File: config.mk
export PLATFORM = sky130hd
export DESIGN_NAME = global_alignment_score_fill_core
export DESIGN_NICKNAME = d
export VERILOG_FILES = /design/src/rtl/gasf_pkg.sv /design/src/rtl/gasf_ram.sv /design/src/rtl/gasf_cell_unit.sv /design/src/rtl/global_alignment_score_fill_core.sv
export SDC_FILE = /design/constraint.sdc
export NUM_CORES = 2
export LEC_CHECK = 0
export ABC_AREA = 1
export BUFFER_PORTS_ARGS = -buffer_cell sky130_fd_sc_hd__buf_4
export CAP_MARGIN = 20
export CORE_MARGIN = 10
export CORE_UTILIZATION = 55
export CTS_CLUSTER_DIAMETER = 100
export DETAILED_ROUTE_END_ITERATION = 10
export GPL_TIMING_DRIVEN = 1
export PLACE_DENSITY = 0.79
export SLEW_MARGIN = 20
export SYNTH_ARGS = -nofsm -noshare
export SYNTH_HDL_FRONTEND = slang
export SYNTH_SLANG_ARGS = --single-unit
export TNS_END_PERCENT = 5
File: constraint.sdc
create_clock -name i_clk -period 21.8 [get_ports i_clk]
set_input_delay 3.27 -clock i_clk [delete_from_list [all_inputs] [get_ports i_clk]]
set_output_delay 3.27 -clock i_clk [all_outputs]
set_load 0.02 [all_outputs]
File: src/rtl/gasf_pkg.sv
`timescale 1ns / 1ps
`default_nettype none
// ----------------------------------------------------------------------------
// Global alignment score fill package
// Shared constants, codes and types of the score fill core.
// ----------------------------------------------------------------------------
package gasf_pkg;

    localparam int MAX_FIRST_LEN_DEF  = 32;
    localparam int MAX_SECOND_LEN_DEF = 1024;

    localparam int SYM_W   = 8;
    localparam int COEF_W  = 8;
    localparam int SCORE_W = 19;
    localparam int ROW_W   = 6;
    localparam int COL_W   = 11;
    localparam int MASK_W  = 3;
    localparam int KIND_W  = 2;
    localparam int CFG_IDX_W = 2;
    localparam int OUT_DATA_W = 40;

    localparam int SCORE_MAX = 262143;
    localparam int SCORE_MIN = -262144;

    localparam logic [COEF_W-1:0] GAP_RST      = 8'hFE;
    localparam logic [COEF_W-1:0] MATCH_RST    = 8'h01;
    localparam logic [COEF_W-1:0] MISMATCH_RST = 8'hFF;

    typedef enum logic [KIND_W-1:0] {
        KIND_LOAD   = 2'd0,
        KIND_COLUMN = 2'd1,
        KIND_CLEAR  = 2'd2
    } t_kind;

    typedef enum logic [CFG_IDX_W-1:0] {
        CFG_GAP      = 2'd0,
        CFG_MATCH    = 2'd1,
        CFG_MISMATCH = 2'd2
    } t_cfg_index;

    typedef enum logic [1:0] {
        ST_IDLE,
        ST_MUL,
        ST_SAT,
        ST_ROWS
    } t_state;

    typedef struct packed {
        logic signed [SCORE_W-1:0] score;
        logic [MASK_W-1:0]         mask;
    } t_cell_res;

endpackage
`default_nettype wire

File: src/rtl/gasf_ram.sv
`timescale 1ns / 1ps
`default_nettype none
// ----------------------------------------------------------------------------
// Generic simple dual-port RAM
// One write port and one read port with registered read data.
// ----------------------------------------------------------------------------
module gasf_ram #(
    parameter int WIDTH = 8,
    parameter int DEPTH = 32,
    localparam int AW = (DEPTH > 1) ? $clog2(DEPTH) : 1
) (
    input  wire logic             i_clk,
    input  wire logic             i_wr_en,
    input  wire logic [AW-1:0]    i_wr_addr,
    input  wire logic [WIDTH-1:0] i_wr_data,
    input  wire logic [AW-1:0]    i_rd_addr,
    output logic      [WIDTH-1:0] o_rd_data
);

    logic [WIDTH-1:0] r_mem [DEPTH];

    always_ff @(posedge i_clk) begin
        if (i_wr_en) begin
            r_mem[i_wr_addr] <= i_wr_data;
        end
        o_rd_data <= r_mem[i_rd_addr];
    end

endmodule
`default_nettype wire

File: src/rtl/gasf_cell_unit.sv
`timescale 1ns / 1ps
`default_nettype none
// ----------------------------------------------------------------------------
// Score cell unit
// Forms the diagonal, up and left candidates of one cell, picks the best,
// builds the tie mask and saturates the score.
// ----------------------------------------------------------------------------
module gasf_cell_unit (
    input  wire logic signed [gasf_pkg::SCORE_W-1:0] i_diag,
    input  wire logic signed [gasf_pkg::SCORE_W-1:0] i_up,
    input  wire logic signed [gasf_pkg::SCORE_W-1:0] i_left,
    input  wire logic        [gasf_pkg::SYM_W-1:0]   i_sym_a,
    input  wire logic        [gasf_pkg::SYM_W-1:0]   i_sym_b,
    input  wire logic signed [gasf_pkg::COEF_W-1:0]  i_match,
    input  wire logic signed [gasf_pkg::COEF_W-1:0]  i_mismatch,
    input  wire logic signed [gasf_pkg::COEF_W-1:0]  i_gap,
    output gasf_pkg::t_cell_res                       o_res
);

    localparam int EW = gasf_pkg::SCORE_W + 1;
    localparam logic signed [EW-1:0] E_MAX = EW'(gasf_pkg::SCORE_MAX);
    localparam logic signed [EW-1:0] E_MIN = EW'(gasf_pkg::SCORE_MIN);

    logic signed [gasf_pkg::COEF_W-1:0] sub;
    logic signed [EW-1:0] cand_d;
    logic signed [EW-1:0] cand_u;
    logic signed [EW-1:0] cand_l;
    logic signed [EW-1:0] best_du;
    logic signed [EW-1:0] best;

    always_comb begin
        sub     = (i_sym_a == i_sym_b) ? i_match : i_mismatch;
        cand_d  = EW'(i_diag) + EW'(sub);
        cand_u  = EW'(i_up) + EW'(i_gap);
        cand_l  = EW'(i_left) + EW'(i_gap);
        best_du = (cand_u > cand_d) ? cand_u : cand_d;
        best    = (cand_l > best_du) ? cand_l : best_du;

        o_res.mask = {cand_l == best, cand_u == best, cand_d == best};
        if (best > E_MAX) begin
            o_res.score = gasf_pkg::SCORE_W'(E_MAX);
        end else if (best < E_MIN) begin
            o_res.score = gasf_pkg::SCORE_W'(E_MIN);
        end else begin
            o_res.score = gasf_pkg::SCORE_W'(best);
        end
    end

endmodule
`default_nettype wire

File: src/rtl/global_alignment_score_fill_core.sv
`timescale 1ns / 1ps
`default_nettype none
// ----------------------------------------------------------------------------
// Global alignment score fill core
// Linear gap score fill: stores the first sequence, fills one matrix column
// per second-sequence symbol and streams every filled cell.
//
//  Channel  | Direction | Payload
//  ---------+-----------+---------------------------------------------------
//  s stream | in        | tdata: symbol; tuser: kind
//  m stream | out       | tdata: row, column, score, tie mask; tlast: last row
//  cfg      | in        | index and 8-bit data of the score registers
//
// A load, clear or ignored transaction completes in the idle state. A column
// transaction passes through the setup states MUL and SAT, which form and
// saturate the row 0 score on the small multiplier; then the cell unit and the
// previous-column memory handle one row per cycle unless the output stalls.
// A stalled output register freezes the row walk without losing a cell.
// Reset restores the default scores and empties both sequences; no memory
// clearing pass is needed.
// ----------------------------------------------------------------------------
module global_alignment_score_fill_core #(
    parameter int MAX_FIRST_LEN  = gasf_pkg::MAX_FIRST_LEN_DEF,
    parameter int MAX_SECOND_LEN = gasf_pkg::MAX_SECOND_LEN_DEF
) (
    input  wire logic                                i_clk,
    input  wire logic                                i_rst_n,
    // Bits 7:0 symbol.
    input  wire logic [gasf_pkg::SYM_W-1:0]          i_s_tdata,
    // Bits 1:0 kind.
    input  wire logic [gasf_pkg::KIND_W-1:0]         i_s_tuser,
    input  wire logic                                i_s_tvalid,
    output logic                                     o_s_tready,
    // Bits 5:0 row_index, 16:6 column_index, 35:17 cell_score,
    // 38:36 from_mask, 39 zero.
    output logic [gasf_pkg::OUT_DATA_W-1:0]          o_m_tdata,
    output logic                                     o_m_tlast,
    output logic                                     o_m_tvalid,
    input  wire logic                                i_m_tready,
    input  wire logic                                i_cfg_valid,
    output logic                                     o_cfg_ready,
    input  wire logic [gasf_pkg::CFG_IDX_W-1:0]      i_cfg_index,
    input  wire logic [gasf_pkg::COEF_W-1:0]         i_cfg_data
);

    localparam int SW_ = gasf_pkg::SCORE_W;
    localparam int LW  = $clog2(MAX_FIRST_LEN + 1);
    localparam int AW  = (MAX_FIRST_LEN > 1) ? $clog2(MAX_FIRST_LEN) : 1;
    localparam int CW  = $clog2(MAX_SECOND_LEN + 1);
    localparam int PW  = CW + 9;
    localparam int XW  = (PW > 20) ? PW : 20;
    localparam int RXW = LW + gasf_pkg::ROW_W;
    localparam int CXW = CW + gasf_pkg::COL_W;
    localparam logic signed [XW-1:0] X_MAX = XW'(gasf_pkg::SCORE_MAX);
    localparam logic signed [XW-1:0] X_MIN = XW'(gasf_pkg::SCORE_MIN);

    gasf_pkg::t_state r_state;
    gasf_pkg::t_state n_state;

    logic signed [gasf_pkg::COEF_W-1:0] r_gap;
    logic signed [gasf_pkg::COEF_W-1:0] r_match;
    logic signed [gasf_pkg::COEF_W-1:0] r_mismatch;
    logic [LW-1:0]                      r_len;
    logic [CW-1:0]                      r_col;
    logic signed [SW_-1:0]              r_top;
    logic [gasf_pkg::SYM_W-1:0]         r_sym;
    logic [LW-1:0]                      r_row;
    logic signed [SW_-1:0]              r_diag;
    logic signed [SW_-1:0]              r_up;
    logic signed [SW_-1:0]              r_colz;
    logic                               r_init_col;
    logic signed [PW-1:0]               r_prod;

    logic                               r_out_valid;
    logic [gasf_pkg::ROW_W-1:0]         r_out_row;
    logic [gasf_pkg::COL_W-1:0]         r_out_col;
    logic signed [SW_-1:0]              r_out_score;
    logic [gasf_pkg::MASK_W-1:0]        r_out_mask;
    logic                               r_out_last;

    logic                        s_accept;
    gasf_pkg::t_kind             in_kind;
    logic                        load_wr;
    logic                        col_go;
    logic                        advance;
    logic                        last_cell;
    logic [LW-1:0]               row_p1;
    logic [LW-1:0]               rd_row;
    logic [CW-1:0]               col_p1;
    logic [RXW-1:0]              row_wide;
    logic [CXW-1:0]              col_wide;
    logic signed [XW-1:0]        prod_ext;
    logic signed [SW_-1:0]       top_sat;
    logic [gasf_pkg::SYM_W-1:0]  seq_rd;
    logic [SW_-1:0]              prev_rd;
    logic signed [SW_-1:0]       left_val;
    gasf_pkg::t_cell_res         cell_out;

    assign s_accept = i_s_tvalid && o_s_tready;
    assign in_kind  = gasf_pkg::t_kind'(i_s_tuser);
    assign load_wr  = s_accept && (in_kind == gasf_pkg::KIND_LOAD) && (r_col == '0)
                      && (r_len < LW'(MAX_FIRST_LEN));
    assign col_go   = s_accept && (in_kind == gasf_pkg::KIND_COLUMN)
                      && (r_col < CW'(MAX_SECOND_LEN));
    assign row_p1   = r_row + LW'(1);
    assign col_p1   = r_col + CW'(1);
    assign last_cell = (row_p1 == r_len);
    assign row_wide = RXW'(row_p1);
    assign col_wide = CXW'(r_col);
    assign prod_ext = XW'(r_prod);
    assign left_val = r_init_col ? r_colz : $signed(prev_rd);

    always_comb begin
        if (prod_ext > X_MAX) begin
            top_sat = SW_'(X_MAX);
        end else if (prod_ext < X_MIN) begin
            top_sat = SW_'(X_MIN);
        end else begin
            top_sat = SW_'(prod_ext);
        end
    end

    // Next state.
    always_comb begin
        n_state = r_state;
        unique case (r_state)
            gasf_pkg::ST_IDLE: begin
                if (col_go) begin
                    n_state = gasf_pkg::ST_MUL;
                end
            end
            gasf_pkg::ST_MUL: begin
                n_state = gasf_pkg::ST_SAT;
            end
            gasf_pkg::ST_SAT: begin
                n_state = (r_len == '0) ? gasf_pkg::ST_IDLE : gasf_pkg::ST_ROWS;
            end
            gasf_pkg::ST_ROWS: begin
                if (advance && last_cell) begin
                    n_state = gasf_pkg::ST_IDLE;
                end
            end
            default: begin
                n_state = gasf_pkg::ST_IDLE;
            end
        endcase
    end

    // State outputs.
    always_comb begin
        o_s_tready = 1'b0;
        advance    = 1'b0;
        rd_row     = r_row;
        unique case (r_state)
            gasf_pkg::ST_IDLE: begin
                o_s_tready = 1'b1;
            end
            gasf_pkg::ST_ROWS: begin
                advance = !r_out_valid || i_m_tready;
                rd_row  = advance ? row_p1 : r_row;
            end
            default: begin
                advance = 1'b0;
            end
        endcase
    end

    assign o_cfg_ready = 1'b1;

    always_ff @(posedge i_clk) begin
        if (!i_rst_n) begin
            r_gap      <= gasf_pkg::GAP_RST;
            r_match    <= gasf_pkg::MATCH_RST;
            r_mismatch <= gasf_pkg::MISMATCH_RST;
        end else if (i_cfg_valid && o_cfg_ready) begin
            unique case (gasf_pkg::t_cfg_index'(i_cfg_index))
                gasf_pkg::CFG_GAP:      r_gap      <= i_cfg_data;
                gasf_pkg::CFG_MATCH:    r_match    <= i_cfg_data;
                gasf_pkg::CFG_MISMATCH: r_mismatch <= i_cfg_data;
                default: begin
                end
            endcase
        end
    end

    always_ff @(posedge i_clk) begin
        if (!i_rst_n) begin
            r_state     <= gasf_pkg::ST_IDLE;
            r_len       <= '0;
            r_col       <= '0;
            r_top       <= '0;
            r_row       <= '0;
            r_init_col  <= 1'b0;
            r_out_valid <= 1'b0;
        end else begin
            r_state <= n_state;
            if (load_wr) begin
                r_len <= r_len + LW'(1);
            end
            if (s_accept && (in_kind == gasf_pkg::KIND_CLEAR)) begin
                r_len <= '0;
                r_col <= '0;
                r_top <= '0;
            end
            if (col_go) begin
                r_row <= '0;
            end
            if (r_state == gasf_pkg::ST_MUL) begin
                r_col      <= col_p1;
                r_init_col <= (r_col == '0);
            end
            if (r_state == gasf_pkg::ST_SAT) begin
                r_top <= top_sat;
            end
            if (advance) begin
                r_row       <= row_p1;
                r_out_valid <= 1'b1;
            end else if (r_out_valid && i_m_tready) begin
                r_out_valid <= 1'b0;
            end
        end
    end

    always_ff @(posedge i_clk) begin
        if (col_go) begin
            r_sym <= i_s_tdata;
        end
        if (r_state == gasf_pkg::ST_MUL) begin
            r_prod <= $signed({1'b0, col_p1}) * r_gap;
            r_diag <= r_top;
            r_colz <= SW_'(r_gap);
        end
        if (r_state == gasf_pkg::ST_SAT) begin
            r_up <= top_sat;
        end
        if (advance) begin
            r_diag      <= left_val;
            r_up        <= cell_out.score;
            r_colz      <= r_colz + SW_'(r_gap);
            r_out_row   <= row_wide[gasf_pkg::ROW_W-1:0];
            r_out_col   <= col_wide[gasf_pkg::COL_W-1:0];
            r_out_score <= cell_out.score;
            r_out_mask  <= cell_out.mask;
            r_out_last  <= last_cell;
        end
    end

    gasf_ram #(
        .WIDTH (gasf_pkg::SYM_W),
        .DEPTH (MAX_FIRST_LEN)
    ) u_seq_ram (
        .i_clk     (i_clk),
        .i_wr_en   (load_wr),
        .i_wr_addr (r_len[AW-1:0]),
        .i_wr_data (i_s_tdata),
        .i_rd_addr (rd_row[AW-1:0]),
        .o_rd_data (seq_rd)
    );

    gasf_ram #(
        .WIDTH (SW_),
        .DEPTH (MAX_FIRST_LEN)
    ) u_col_ram (
        .i_clk     (i_clk),
        .i_wr_en   (advance),
        .i_wr_addr (r_row[AW-1:0]),
        .i_wr_data (cell_out.score),
        .i_rd_addr (rd_row[AW-1:0]),
        .o_rd_data (prev_rd)
    );

    gasf_cell_unit u_cell (
        .i_diag     (r_diag),
        .i_up       (r_up),
        .i_left     (left_val),
        .i_sym_a    (seq_rd),
        .i_sym_b    (r_sym),
        .i_match    (r_match),
        .i_mismatch (r_mismatch),
        .i_gap      (r_gap),
        .o_res      (cell_out)
    );

    assign o_m_tvalid = r_out_valid;
    assign o_m_tlast  = r_out_last;
    assign o_m_tdata  = {1'b0, r_out_mask, r_out_score, r_out_col, r_out_row};

endmodule
`default_nettype wire

# --- Yosys cells after proc, flatten, opt, wreduce, memory -nomap -nowiden ---
# Memories as Yosys holds them, arrays and structs flattened. A register that Yosys moved wholly into a read port is not among the register bits.
# Index checks and enable logic that the tools add are counted.
# W data, S select, Z words.
op_classes:
  reduce_logical: 27
  multipliers: 1
  n_lt_le_gt_ge: 8
  bitwise_logic: 1
  addsub: 7
  n_eq_ne: 14
  muxes: 34
ops:
  columns: ["op", "n"]
  rows:
  - ["$mux W19", 13]
  - ["$add A19 B8 Y20", 3]
  - ["$eq A20 B20 Y1", 3]
  - ["$gt A20 B19 Y1 const B", 2]
  - ["$gt A20 B20 Y1", 2]
  - ["$lt A20 B19 Y1 const B", 2]
  - ["$mux W20", 2]
  - ["$mux W11", 2]
  - ["$mul A12 B8 Y20", 1]
  - ["$add A19 B8 Y19", 1]
  - ["$add A6 B1 Y6 const B", 2]
  - ["$mux W6", 2]
  - ["$reduce_bool A2 Y1", 6]
  - ["$add A11 B1 Y11 const B", 1]
  - ["$logic_not A11 Y1", 1]
  - ["$lt A11 B11 Y1 const B", 1]
  - ["$mux W5", 2]
  - ["$logic_and A1 B1 Y1", 9]
  - ["$eq A2 B2 Y1 const B", 4]
  - ["$eq A8 B8 Y1", 1]
  - ["$mux W1", 8]
  - ["$mux W8", 1]
  - ["$pmux W2 S4", 1]
  - ["$reduce_and A2 Y1", 4]
  - ["11 further kinds", 18]
totals:
  regBits: 195
  ram_bits: 864
  word_cells: 114
  mem_count: 2
mem_list:
  columns: ["name", "depth", "word_bits", "rd", "rd_ports_with_merged_regs", "wr", "line_no", "rtl"]
  rows:
  - ["u_col_ram.r_mem", 32, 19, 1, 1, 1, "gasf_ram.sv:20", "logic [WIDTH-1:0] r_mem [DEPTH];"]
  - ["u_seq_ram.r_mem", 32, 8, 1, 1, 1, "gasf_ram.sv:20", null]

# --- Logic depth before layout (Yosys ltp) ---
logic_depth:
  word_depth: 11
  mapped_depth: 54
  ltp_nobuf: 53

# --- Hierarchy ---
# Synthesis repeated with hierarchy kept, for this count alone.
hier_totals:
  hier_cells: 5432
  hier_area_um2: 53938.0
modules_own_cells:
  columns: ["module", "instances", "seq_area_each_um2", "area_per_inst_um2", "cells_per_inst"]
  rows:
  - ["gasf_ram (u_col_ram)", 1, 18637.9, 25235.5, 2120]
  - ["global_alignment_score_fill_core", 1, 5154.9, 11917.7, 1342]
  - ["gasf_ram (u_seq_ram)", 1, 7847.5, 10786.6, 922]
  - ["gasf_cell_unit", 1, 0.0, 5998.3, 1048]

# --- Worst setup path after synthesis ---
# No wires, ideal clock.
synth_timing:
  path_kind: "register to register"
  from: "reg r_sym[5] (netlist bit)"
  to: "reg r_out_score[10], data pin"
  stages_incl_launch_ff: 46
  t_arrival_ns: 6.911
  slack_ns: 14.546
  t_required_ns: 21.457
  path_buffers: 2
  synth_period_minus_slack_ns: 7.254
  path_cell_list: "edfxtp_1 > xor2_1 > nor4_1 > nand2_1 > mux2_2 > ha_1 > nand2_1 > inv_1 > a21oi_1 > nand3_2 > a21boi_1 > o21ai_1 > a21oi_1 > xor2_1 > inv_1 > ha_1 > nand2_1 > nor2_1 > (+10 left out) > nand2_2 > buf_4 > nand2_1 > o21ai_0 > ha_1 > nand2_1 > nor2_1 > a2111oi_0 > nand3b_1 > xnor2_1 > nand2_2 > inv_2 > nand2_1 > nand2_2 > nand2_2 > buf_6 > o21ai_2 > inv_1"
synth_lines:
  columns: ["element", "line_no", "rtl"]
  rows:
  - ["from (decl)", "global_alignment_score_fill_core.sv:66", "logic [gasf_pkg::SYM_W-1:0] r_sym;"]
  - ["from (signal assigned)", "global_alignment_score_fill_core.sv:226", "r_sym <= i_s_tdata;"]
  - ["to (signal assigned)", "global_alignment_score_fill_core.sv:242", "r_out_score <= cell_out.score;"]
  - ["to (decl)", "global_alignment_score_fill_core.sv:77", "logic signed [SW_-1:0] r_out_score;"]

==> metrics.txt <==
die area=106400 um2; I/O pin total=69; via count of the first global-routing pass=35490; crit path time final=10.81 ns; CTS resizes=0; upper clock frequency limit=92.49 MHz; power density relative to cell area=100.3 nW/um2; die outline height=326.1 um; switch share=30.12%; portion of total power attributed to the clock network=32.0%; highest-count cells in the layout ignoring fill and taps=sky130_fd_sc_hd__edfxtp_1 (989), sky130_fd_sc_hd__nand2_1 (679), sky130_fd_sc_hd__nor2_1 (634); PnR worst setup slack=10.99 ns; sequential element share of the synthesized area=61.38%; dominant register cell in the synthesized netlist=sky130_fd_sc_hd__edfxtp_1; signed area change from the synthesized netlist to the final layout=10.18%; # DRC=0; number of flops mapped to enable cells by yosys=989; transition time at the pin with the least slew margin=1.197 ns; run status=finished, final reports clean; die extent in x=326.1 um; first drt pass iteration count=6; Reg power frac=48.6%; asr flop ratio synth=0%; count of state elements after synthesis=1086; maximum number of pins on one net before global-route repair=217; number of CTS-inserted buffers=105; Warnings, synthesis=0; average instance area after synthesis=10.86 um2; most common library cell in the layout ignoring fill and taps=sky130_fd_sc_hd__edfxtp_1; placeable core region=93190 um2; count of clock tree sinks=1086; overall overflow remaining after global route=0; number of antenna violations at the first check in global routing=1; finished layout cell area=56800 um2; Hold Crit Class=register to register; fraction of layout cells with a size suffix above 1=8.044%; fillers=7098; TritonCTS clock tree=built; sum of negative setup slack=0 ns; net load switching power=1.716 mW; drt initial violations=5477; Setup violations, final=0; startpoint class of the critical path=register; hold violation total from the final report=0; endpoint type of the worst setup path=register; final layout net count=4975; routability congestion estimate=0.9242; WS Path Type=register to register; worst stage delay on the critical path=0.59 ns; Wirelength per Cell=24.87 um; share of the core filled with cells=60.95%; placed cell area=53230 um2; Reg clk slew, reported paths=0.06 ns; global-route wire length before repair=220200 um; starting density of the core=55.32%; cell count after synthesis=4746; combined flip-flop and latch cell area=31640 um2; overall fraction of global-route tracks in use=27.16%; number of maximum-capacitance violations=0; internal power=3.981 mW; worst clock skew=0.05645 ns; Clk Tree Root Cell=sky130_fd_sc_hd__clkbuf_16; portion of total power attributed to combinational logic=19.4%; per-cell via count in the routed design=6.308; via count=38260; buffers inserted by post-CTS timing repair=0; critical path data arrival time=11.06 ns; Overall Power=5.697 mW; number of buffers on the longest clock path=3; post-place setup slack=11.11 ns; Unique masters post-synth=53; headroom to the max-slew limit=19.98%; Critical Path Fanout Max=54; endpoint required time on the critical path=22.04 ns; max-slew violation count=0; htree depth=3; Final Routed Wirelength=150900 um; Row Count=112; Peak supply drop=0.09142 mV; count of input and output buffers=66; HPWL after detailed placement=91910 um; Syn Nets=5002; RSZ-0062 raised after global routing=no; leakage power total=20.48 nW; post-route fraction of the period consumed by the critical path=49.60%; hold bufs inserted after CTS=0; Slowest-stage cell, CP=sky130_fd_sc_hd__nand2_2; antenna-violating nets left=0; cell area after synthesis=51550 um2; footprint of the multi-input gates=17970 um2; clock latency reported for the late side of the worst-skew pair=0.72 ns
-- area by class of cell --
type | count | share of cell area (%)
Multi-Input combinational cell | 3087 | 31.65
Inverter | 337 | 2.254
Sequential cell | 1086 | 55.71
Tap cell | 1254 | 2.762
Timing Repair Buffer | 102 | 1.502
Clock buffer | 141 | 5.093
Antenna cell | 1 | 0.004406
Clock inverter | 58 | 1.029
-- critical path: cells and delay by family, from the launching register on --
family	cells	cell delay (ns)
simple gates	17	4.30
buf+inv	5	1.45
flops	1	0.39
compound gates	7	1.86
xor+xnor	3	0.59
mux	1	0.56
fa+ha+maj	3	1.12
-- Yosys cell counts, types with 6 or more instances --
cell                       count  share of area [%]
sky130_fd_sc_hd__a211oi_1      6              0.087
sky130_fd_sc_hd__nand3_2      21               0.41
sky130_fd_sc_hd__ha_1        172                4.2
sky130_fd_sc_hd__a21oi_1     135                1.3
sky130_fd_sc_hd__buf_1         8              0.058
sky130_fd_sc_hd__dfxtp_1      97                3.8
sky130_fd_sc_hd__nor3_1       18               0.17
sky130_fd_sc_hd__a31oi_1      81               0.98
sky130_fd_sc_hd__buf_6         6               0.13
sky130_fd_sc_hd__o22ai_1      32               0.39
sky130_fd_sc_hd__fa_1         59                2.3
sky130_fd_sc_hd__nand2_2      19               0.23
sky130_fd_sc_hd__xor2_1       62                1.1
sky130_fd_sc_hd__mux2_2        7               0.15
sky130_fd_sc_hd__o21ai_2      11               0.19
sky130_fd_sc_hd__nand2_1     680                5.0
sky130_fd_sc_hd__o221ai_1    188                3.2
sky130_fd_sc_hd__o21ai_1      20               0.19
sky130_fd_sc_hd__buf_2        14               0.14
sky130_fd_sc_hd__inv_2        11              0.080
sky130_fd_sc_hd__inv_1       318                2.3
sky130_fd_sc_hd__nor4_1       12               0.15
sky130_fd_sc_hd__edfxtp_1    989                 58
sky130_fd_sc_hd__o21ai_0     538                5.2
sky130_fd_sc_hd__clkinv_1      8              0.058
sky130_fd_sc_hd__o21bai_1     16               0.23
sky130_fd_sc_hd__xnor2_1      24               0.41
sky130_fd_sc_hd__clkbuf_1    204                1.5
sky130_fd_sc_hd__nand3_1     211                2.0
sky130_fd_sc_hd__nor2_1      668                4.9
sky130_fd_sc_hd__nand4_1      20               0.24
sky130_fd_sc_hd__a21o_1        6              0.087
sky130_fd_sc_hd__o211ai_1     46               0.67
-- metal layers --
layer,vias to the layer above,global-route usage (%),share of wire [%]
li1,16950,-,-
met3,412,5.895,12
met4,0,13.45,5.2
met1,18300,35.80,38
met2,2599,42.41,46
met5,-,0,0
-- state kept, by name, summed over array words and instances (netlist names), 2 cells and up --
register,count
u_seq_ram.o_rd_data,8
r_colz,19
r_mismatch,8
r_gap,8
prod_ext,20
r_top,19
r_diag,19
u_col_ram.o_rd_data,19
r_len,6
r_col,11
r_out_score,19
u_seq_ram.r_mem,256
r_up,19
r_out_mask,3
u_col_ram.r_mem,608
r_out_col,11
r_row,6
r_out_row,6
r_match,8
r_state,2
r_sym,8
-- path summary, 6_finish.rpt --
kind / from / to / slack (ns) / cells after the start
worst max-delay path: r_sym[7] / u_col_ram.r_mem[6][13] / 10.99 / 36
worst min-delay path: r_top[5] / r_top[5] / 0.47 / 2
worst max register to register: r_sym[7] / u_col_ram.r_mem[6][13] / 10.99 / 36
worst min register to register: r_top[5] / r_top[5] / 0.47 / 2
-- stage by stage --
| stage | hold slack [ns] | instances |
|---|---|---|
| 2_1_floorplan | 0.4239 | 4746 |
| 3_3_place_gp | 0.4500 | 5861 |
| 3_5_place_dp | 0.4555 | 5861 |
| 4_1_cts | 0.4656 | 6060 |
| 5_1_grt | 0.4851 | 6065 |
| 6_report | 0.4678 | 6066 |
-- power groups by stage --
stage          logic [mW]  clock network, mW  registers [mW]
4_1_cts              1.08               1.82            2.77
6_report             1.11               1.82            2.77
3_3_place_gp         1.05                  0            2.81
2_1_floorplan       0.714                  0            2.80
3_5_place_dp         1.08                  0            2.81
5_1_grt              1.21               1.90            2.77
-- logic make-up (layout without fill, tap and decap cells) --
group | count (synthesis) | after routing | synth area share (%)
AND/OR/NAND/NOR | 1665 | 1665 | 13.37
AO/OA/AOI/OAI | 1096 | 1096 | 12.82
flip-flops | 1086 | 1086 | 61.38
buffers and inverters | 573 | 638 | 4.337
adder cells (fa/ha/maj) | 231 | 231 | 6.466
XOR/XNOR | 86 | 86 | 1.461
multiplexers | 7 | 7 | 0.1529
other | 2 | 3 | 0.01457
Power figures use the tool's default switching activity.
